## config.mk

```make
export PLATFORM = sky130hd
export DESIGN_NAME = gcb_turn
export DESIGN_NICKNAME = d
export VERILOG_FILES = /design/src/gcb_pkg.sv /design/src/gcb_turn.sv
export SDC_FILE = /design/constraint.sdc
export NUM_CORES = 2
export LEC_CHECK = 0
export ABC_AREA = 1
export CORE_ASPECT_RATIO = 0.75
export CORE_MARGIN = 3
export CORE_UTILIZATION = 55
export CTS_CLUSTER_DIAMETER = 200
export DETAILED_ROUTE_END_ITERATION = 7
export DONT_BUFFER_PORTS = 1
export GPL_ROUTABILITY_DRIVEN = 0
export PLACE_DENSITY = 0.7
export SLEW_MARGIN = 20
export SYNTH_ARGS = -nofsm -noshare
export SYNTH_HDL_FRONTEND = slang
export SYNTH_SLANG_ARGS = --single-unit
```

## constraint.sdc

```tcl
create_clock -name clk -period 8.7 [get_ports clk]
set_input_delay 0.87 -clock clk [delete_from_list [all_inputs] [get_ports clk]]
set_output_delay 0.87 -clock clk [all_outputs]
set_load 0.02 [all_outputs]
```

## src/gcb_pkg.sv

```systemverilog
// Shared constants, widths and the CORDIC arctangent table for the great-circle bearing unit.
// No dependencies; every other file of the block imports this package.
package gcb_pkg;

	localparam int CORDIC_STEPS_DEF = 24;

	// Widths of the sine/cosine datapath, its angle accumulator and the vectoring datapath.
	localparam int SC_W  = 33;
	localparam int SZ_W  = 34;
	localparam int VEC_W = 64;

	localparam logic signed [SC_W-1:0] CORDIC_GAIN = 33'sd652032874;
	localparam logic signed [SC_W-1:0] Q30_ONE     = 33'sd1073741824;

	// round(2^64 / 3600000000), the reciprocal used to estimate the binary angle.
	localparam logic [32:0] RECIP_K    = 33'd5124095576;
	localparam logic [31:0] TURN_UNITS = 32'd3600000000;
	localparam logic [31:0] HALF_TURN  = 32'd1800000000;
	localparam logic [31:0] EST_ROUND  = 32'h8000_0000;

	localparam logic [31:0] EIGHTH_TURN = 32'h2000_0000;
	localparam logic [31:0] HALF_ANGLE  = 32'h8000_0000;
	localparam logic [24:0] FULL_CIRCLE = 25'd23592960;

	// atan(2^-k) in binary-angle units, 2^32 to one turn.
	function automatic logic [31:0] atan_at(input int k);
		logic [31:0] r;
		unique case (k)
			0:  r = 32'h20000000;
			1:  r = 32'h12E4051E;
			2:  r = 32'h09FB385B;
			3:  r = 32'h051111D4;
			4:  r = 32'h028B0D43;
			5:  r = 32'h0145D7E1;
			6:  r = 32'h00A2F61E;
			7:  r = 32'h00517C55;
			8:  r = 32'h0028BE53;
			9:  r = 32'h00145F2F;
			10: r = 32'h000A2F98;
			11: r = 32'h000517CC;
			12: r = 32'h00028BE6;
			13: r = 32'h000145F3;
			14: r = 32'h0000A2FA;
			15: r = 32'h0000517D;
			16: r = 32'h000028BE;
			17: r = 32'h0000145F;
			18: r = 32'h00000A30;
			19: r = 32'h00000518;
			20: r = 32'h0000028C;
			21: r = 32'h00000146;
			22: r = 32'h000000A3;
			23: r = 32'h00000051;
			24: r = 32'h00000029;
			25: r = 32'h00000014;
			26: r = 32'h0000000A;
			27: r = 32'h00000005;
			28: r = 32'h00000003;
			29: r = 32'h00000001;
			30: r = 32'h00000001;
			default: r = 32'h00000000;
		endcase
		return r;
	endfunction

endpackage

```

## src/gcb_turn.sv

```systemverilog
// Four-stage conversion of a coordinate in 1e-7 degree to a 32-bit binary angle.
// Depends on gcb_pkg for the reciprocal and turn constants.
module gcb_turn (
	input  logic        clk,
	input  logic        en,
	input  logic [31:0] coord,
	output logic [31:0] turn
);
	import gcb_pkg::*;

	logic [31:0] mag_s1;
	logic        neg_s1;
	logic [64:0] est_full;
	logic [31:0] est_s2, mag_s2;
	logic        neg_s2;
	logic [63:0] prod_s3;
	logic [31:0] est_s3, mag_s3;
	logic        neg_s3;
	logic signed [65:0] rem;
	logic [31:0] quo;
	logic [31:0] turn_s4;

	// The estimate is within one of the rounded quotient; the remainder settles it.
	assign est_full = 65'(mag_s1) * 65'(RECIP_K) + 65'(EST_ROUND);
	assign rem = $signed({2'b00, mag_s3, 32'h0}) + $signed(66'(HALF_TURN))
		- $signed({2'b00, prod_s3});

	always_comb begin
		if (rem < 66'sd0) begin
			quo = est_s3 - 32'd1;
		end else if (rem >= $signed(66'(TURN_UNITS))) begin
			quo = est_s3 + 32'd1;
		end else begin
			quo = est_s3;
		end
	end

	always_ff @(posedge clk) begin
		if (en) begin
			neg_s1  <= coord[31];
			mag_s1  <= coord[31] ? (32'd0 - coord) : coord;
			est_s2  <= est_full[63:32];
			mag_s2  <= mag_s1;
			neg_s2  <= neg_s1;
			prod_s3 <= 64'(est_s2) * 64'(TURN_UNITS);
			est_s3  <= est_s2;
			mag_s3  <= mag_s2;
			neg_s3  <= neg_s2;
			turn_s4 <= neg_s3 ? (32'd0 - quo) : quo;
		end
	end

	assign turn = turn_s4;

endmodule

```

---- Word level (Yosys, flattened, before mapping) ----
Index checks and enable logic that the tools add are counted.
W data, S select, Z words.
storage, ports and cells
  bits in registers ....................... 249
  input port bits ......................... 34
  output and inout bits ................... 32
  word-level logic and storage cells ...... 26
operators by class
  add/subtract/negate cells ............... 7
  multiply operators ...................... 2
  order comparisons ....................... 2
  mux-type cells .......................... 4
operator list
  kind                      count
  $mux W32                  3
  $ge A66 B33 Y1 const B    1
  $lt A66 B1 Y1 const B     1
  $sub A65 B64 Y66          1
  $add A64 B31 Y65 const B  1
  $add A64 B32 Y64 const B  1
  $sub A1 B32 Y32 const A   2
  $mul A32 B30 Y61 const B  1
  $mul A32 B22 Y54 const B  1
  $add A32 B1 Y32 const B   1
  $sub A32 B1 Y32 const B   1
  $mux W31                  1

---- Depth between registers and ports, before layout ----
  word-level depth ........................ 7
  mapped depth ............................ 38
  depth with buffers taken out ............ 38

---- Worst setup path after synthesis ----
Ideal clock, no wire load.
  kind .................................... register -> register
  start ................................... register mag_s1[18]
  end ..................................... register est_s2[30], data pin
  library setup time ...................... 0.253 ns
  data arrival time ....................... 7.277 ns
  data required time ...................... 8.447 ns
  setup slack ............................. 1.170 ns
  cell stages (with the launch flop) ...... 34
  path buffers ............................ 0
  clock period less this slack ............ 7.530 ns
  path through ............................ edfxtp_1 inv_1 fa_1 inv_1 fa_1 fa_1 inv_1 fa_1 inv_1 fa_1 fa_1 fa_1 inv_1 fa_1 inv_1 ha_1 a21oi_1 inv_1 a31oi_1 o21ai_0 a21oi_1 nand2_1 nand3_1 o311ai_0 xor2_1 inv_1 nor2_1 inv_1 nor2_1 nand2_1 nor3_1 nand3_1 nand2_1 nand2_1
on the way
  cells in the longest elaborated chain, start to end .. 2
RTL lines
  item                    RTL line        text
  start, declared         gcb_turn.sv:11  logic [31:0] mag_s1;
  start signal, assigned  gcb_turn.sv:41  mag_s1 <= coord[31] ? (32'd0 - coord) : coord;
  $mul A32 B30 Y61        gcb_turn.sv:24  assign est_full = 65'(mag_s1) * 65'(RECIP_K) + 65'(EST_ROUND);
  $add A64 B32 Y64        gcb_turn.sv:24
  named net est_full[62]  gcb_turn.sv:13  logic [64:0] est_full;
  end signal, assigned    gcb_turn.sv:42  est_s2 <= est_full[63:32];
  end, declared           gcb_turn.sv:14  logic [31:0] est_s2, mag_s2;
The timed path passes the listed nets, and every way through them passes these cells.
A chain may end at the register's enable or synchronous reset.

---- Worst setup path after layout ----
  start ................................... register mag_s1[17]
  end ..................................... register est_s2[20], data pin
The elaborated chain is that of the path after synthesis.

==> out/results.txt <==
Synth cell types: 53
Hold Path Class: input pin to flop
Tcrit/Tclk final: 0.959
Register area share after synthesis: 0.155
Global-route wire length before repair: 216000 µm
Critical Path RT: 9.02 ns
Via count: 38000
Clock Skews: 0.0339 ns
Antenna violations before repair: 2
Remaining global-route overflow: 0
EDFF count, synth: 246
Worst-path clk slew: 0.07 ns
Core Area: 84800 µm²
Ys Warns: 0
Ys flop type: edfxtp_1
Crit-path slowest cell: fa_1
Detail Route Antenna Nets: 0
Crit path max fanout: 7
CTS HTree Levels: 1
Starting density of the core: 0.560
WP data arrival: 8.67 ns
Kind of critical path: flop to flop
Most common cell on crit path: fa_1
Post-Syn Instances: 5684
Syn Nets: 7083
Clock buffer depth: 3
DR iter-0 viols: 4168
Syn avg cell area: 8.36 µm²
# clock sinks: 246
Flops & latches, synth: 246
Hold Vio Cnt, Final: 0
Ys async rst share: 0
Crit path time final: 8.35 ns
Final core utilization: 0.591
CTS Buf Count: 26
Vias in the first global route: 36800
Max Cap Viol: 0
Mapped cell area: 47500 µm²
Wire per inst: 20.3 µm
Drt via density: 5.51
Root Buffer: clkbuf_16
Routed WL: 140000 µm
Die Wd: 345 µm
IO Pins: 66
Initial DRT Pass Iterations: 7
Status: finished clean
CP Launch Type: flop
Layout cell share with drive strength beyond 1: 0.0314
Drc violations: 0
Total die area: 90000 µm²
RSZ-0062 raised after global routing: no
Number of setup violations in the final report: 0
Largest net degree at the start of global routing: 247
CP max stage delay: 0.60 ns
Fin. max-slew vios: 0
Area Overhead vs Synth: 5.56%
Fmax: 120 MHz
Die height: 261 µm
Final #Nets: 7147
Setup TNS Final: 0 ns
Row Count: 92
Worst Max-Slew Pin Slew: 1.04 ns
Fill cells: 7489
Clock latency at the later pin of the worst-skew pair: 0.61 ns
Rel. slew slack: 0.307
CTS tree: done
Hpwl dp: 122000 µm
Global Route Usage Sum: 0.315
Port buffer count: 0
Endpoint class of the critical path: flop
## critical path, delay by kind of cell (launching register included)
family | cells | cell delay [ns]
adder cells (fa/ha/maj) | 9 | 4.53
buffers and inverters | 6 | 0.58
AO/OA/AOI/OAI | 6 | 1.17
flip-flops | 1 | 0.46
AND/OR/NAND/NOR | 7 | 1.04
XOR/XNOR | 2 | 0.26
## layout make-up
class                   instances  area [µm²]  area share
multi-input cells            3837       34100       0.681
flip-flops and latches        246        7390       0.147
clock inverters                18         184     0.00367
repair buffers                 62         465     0.00928
well taps                    1128        1410      0.0281
diodes                          1        2.50   0.0000499
inverters                    1575        5910       0.118
clock buffers                  29         662      0.0132
## worst paths after layout
check                  startpoint              endpoint  slack, ns  depth (start not counted)
max          mag_s1[17]$_DFFE_PP_  est_s2[20]$_DFFE_PP_       0.35                         30
min                     coord[31]      neg_s1$_DFFE_PP_       0.36                          0
max reg2reg  mag_s1[17]$_DFFE_PP_  est_s2[20]$_DFFE_PP_       0.35                         30
min reg2reg  mag_s2[17]$_DFFE_PP_  mag_s3[17]$_DFFE_PP_       0.42                          0
## cell usage in the layout, fill, tap and decap left out, types with 12 or more instances in the layout
cell | netlist | routed
o21ai_0 | 86 | 86
inv_2 | 16 | 16
xnor2_1 | 52 | 51
fa_1 | 702 | 702
nand4_1 | 70 | 70
nand2_1 | 1078 | 1078
o211ai_1 | 12 | 12
buf_4 | 0 | 62
nor4_1 | 16 | 16
nand3_1 | 207 | 207
clkbuf_16 | 0 | 26
a21oi_1 | 172 | 172
a31oi_1 | 37 | 37
xor2_1 | 123 | 120
nor2_1 | 425 | 425
nor3_1 | 59 | 58
nand3b_1 | 17 | 17
edfxtp_1 | 246 | 246
inv_1 | 1557 | 1557
ha_1 | 663 | 663
nand2_2 | 17 | 17
## layer usage
layer | track usage | vias up | share of wire
li1 | - | 17600 | -
met1 | 0.469 | 18100 | 0.44
met2 | 0.447 | 2034 | 0.41
met5 | 0 | - | 0
met4 | 0.0848 | 0 | 0.033
met3 | 0.0904 | 275 | 0.13
## state kept, by name, summed over array words and instances (netlist names)
register  cells
mag_s2       32
neg_s2        1
mag_s1       32
neg_s1        1
prod_s3      51
est_s3       32
turn         32
mag_s3       32
est_s2       32
neg_s3        1
## logic make-up after synthesis
group	share of synthesized area
and+or+nand+nor	0.172
buffers and inverters	0.127
adders and majority gates	0.470
AOI/OAI and AO/OA	0.0431
DFF	0.155
xor gates and xnor gates	0.0323
## per-stage QoR
step	instances	worst slack, ns	hold slack, ns	area, µm²
final	6896	0.354	0.360	50200
after global routing	6895	0.0204	0.337	50200
after CTS	6886	0.195	0.335	50100
after detailed placement	6839	0.199	0.405	49200
after global placement	6839	0.329	0.401	49200
after floorplan	5684	1.17	0.400	47500
## cell usage after synthesis, types with 3 or more instances
library cell     n  area share
inv_1         1557        0.12
nor4_1          16      0.0021
nand2_2         17      0.0022
o21bai_1         5     0.00079
ha_1           663        0.17
nand3b_1        17      0.0027
a211oi_1         3     0.00047
or2_2            3     0.00039
nor2_2           9      0.0012
inv_2           16      0.0013
o221ai_1         4     0.00074
o21ai_0         86      0.0091
o21ai_1          6     0.00063
a21oi_1        172       0.018
nand3_2          5      0.0011
nand2_4          3     0.00071
fa_1           702        0.30
nand4_1         70      0.0092
nor3_1          59      0.0062
and2_1           5     0.00066
xnor2_1         52      0.0096
o31ai_1          3     0.00047
buf_1            4     0.00032
nor2_1         425       0.034
clkbuf_1        15      0.0012
a31oi_1         37      0.0049
nand2_1       1078       0.085
o21a_1          10      0.0016
buf_2            5     0.00053
nor2_4          11      0.0026
o211ai_1        12      0.0019
a21o_1          10      0.0016
a21boi_0         3     0.00047
edfxtp_1       246        0.16
nand3_1        207       0.022
xor2_1         123       0.023
## what timing repair did
action	CTS	global route
setup endpoints to repair	0	23
gates resized for setup	0	6
endpoints found under the hold margin	0	0
buffers inserted	0	9
hold buffers	0	0
Power is left out: the tool's default activity adds up to more than one toggle a clock period on the data nets, which glitch-free logic cannot reach.
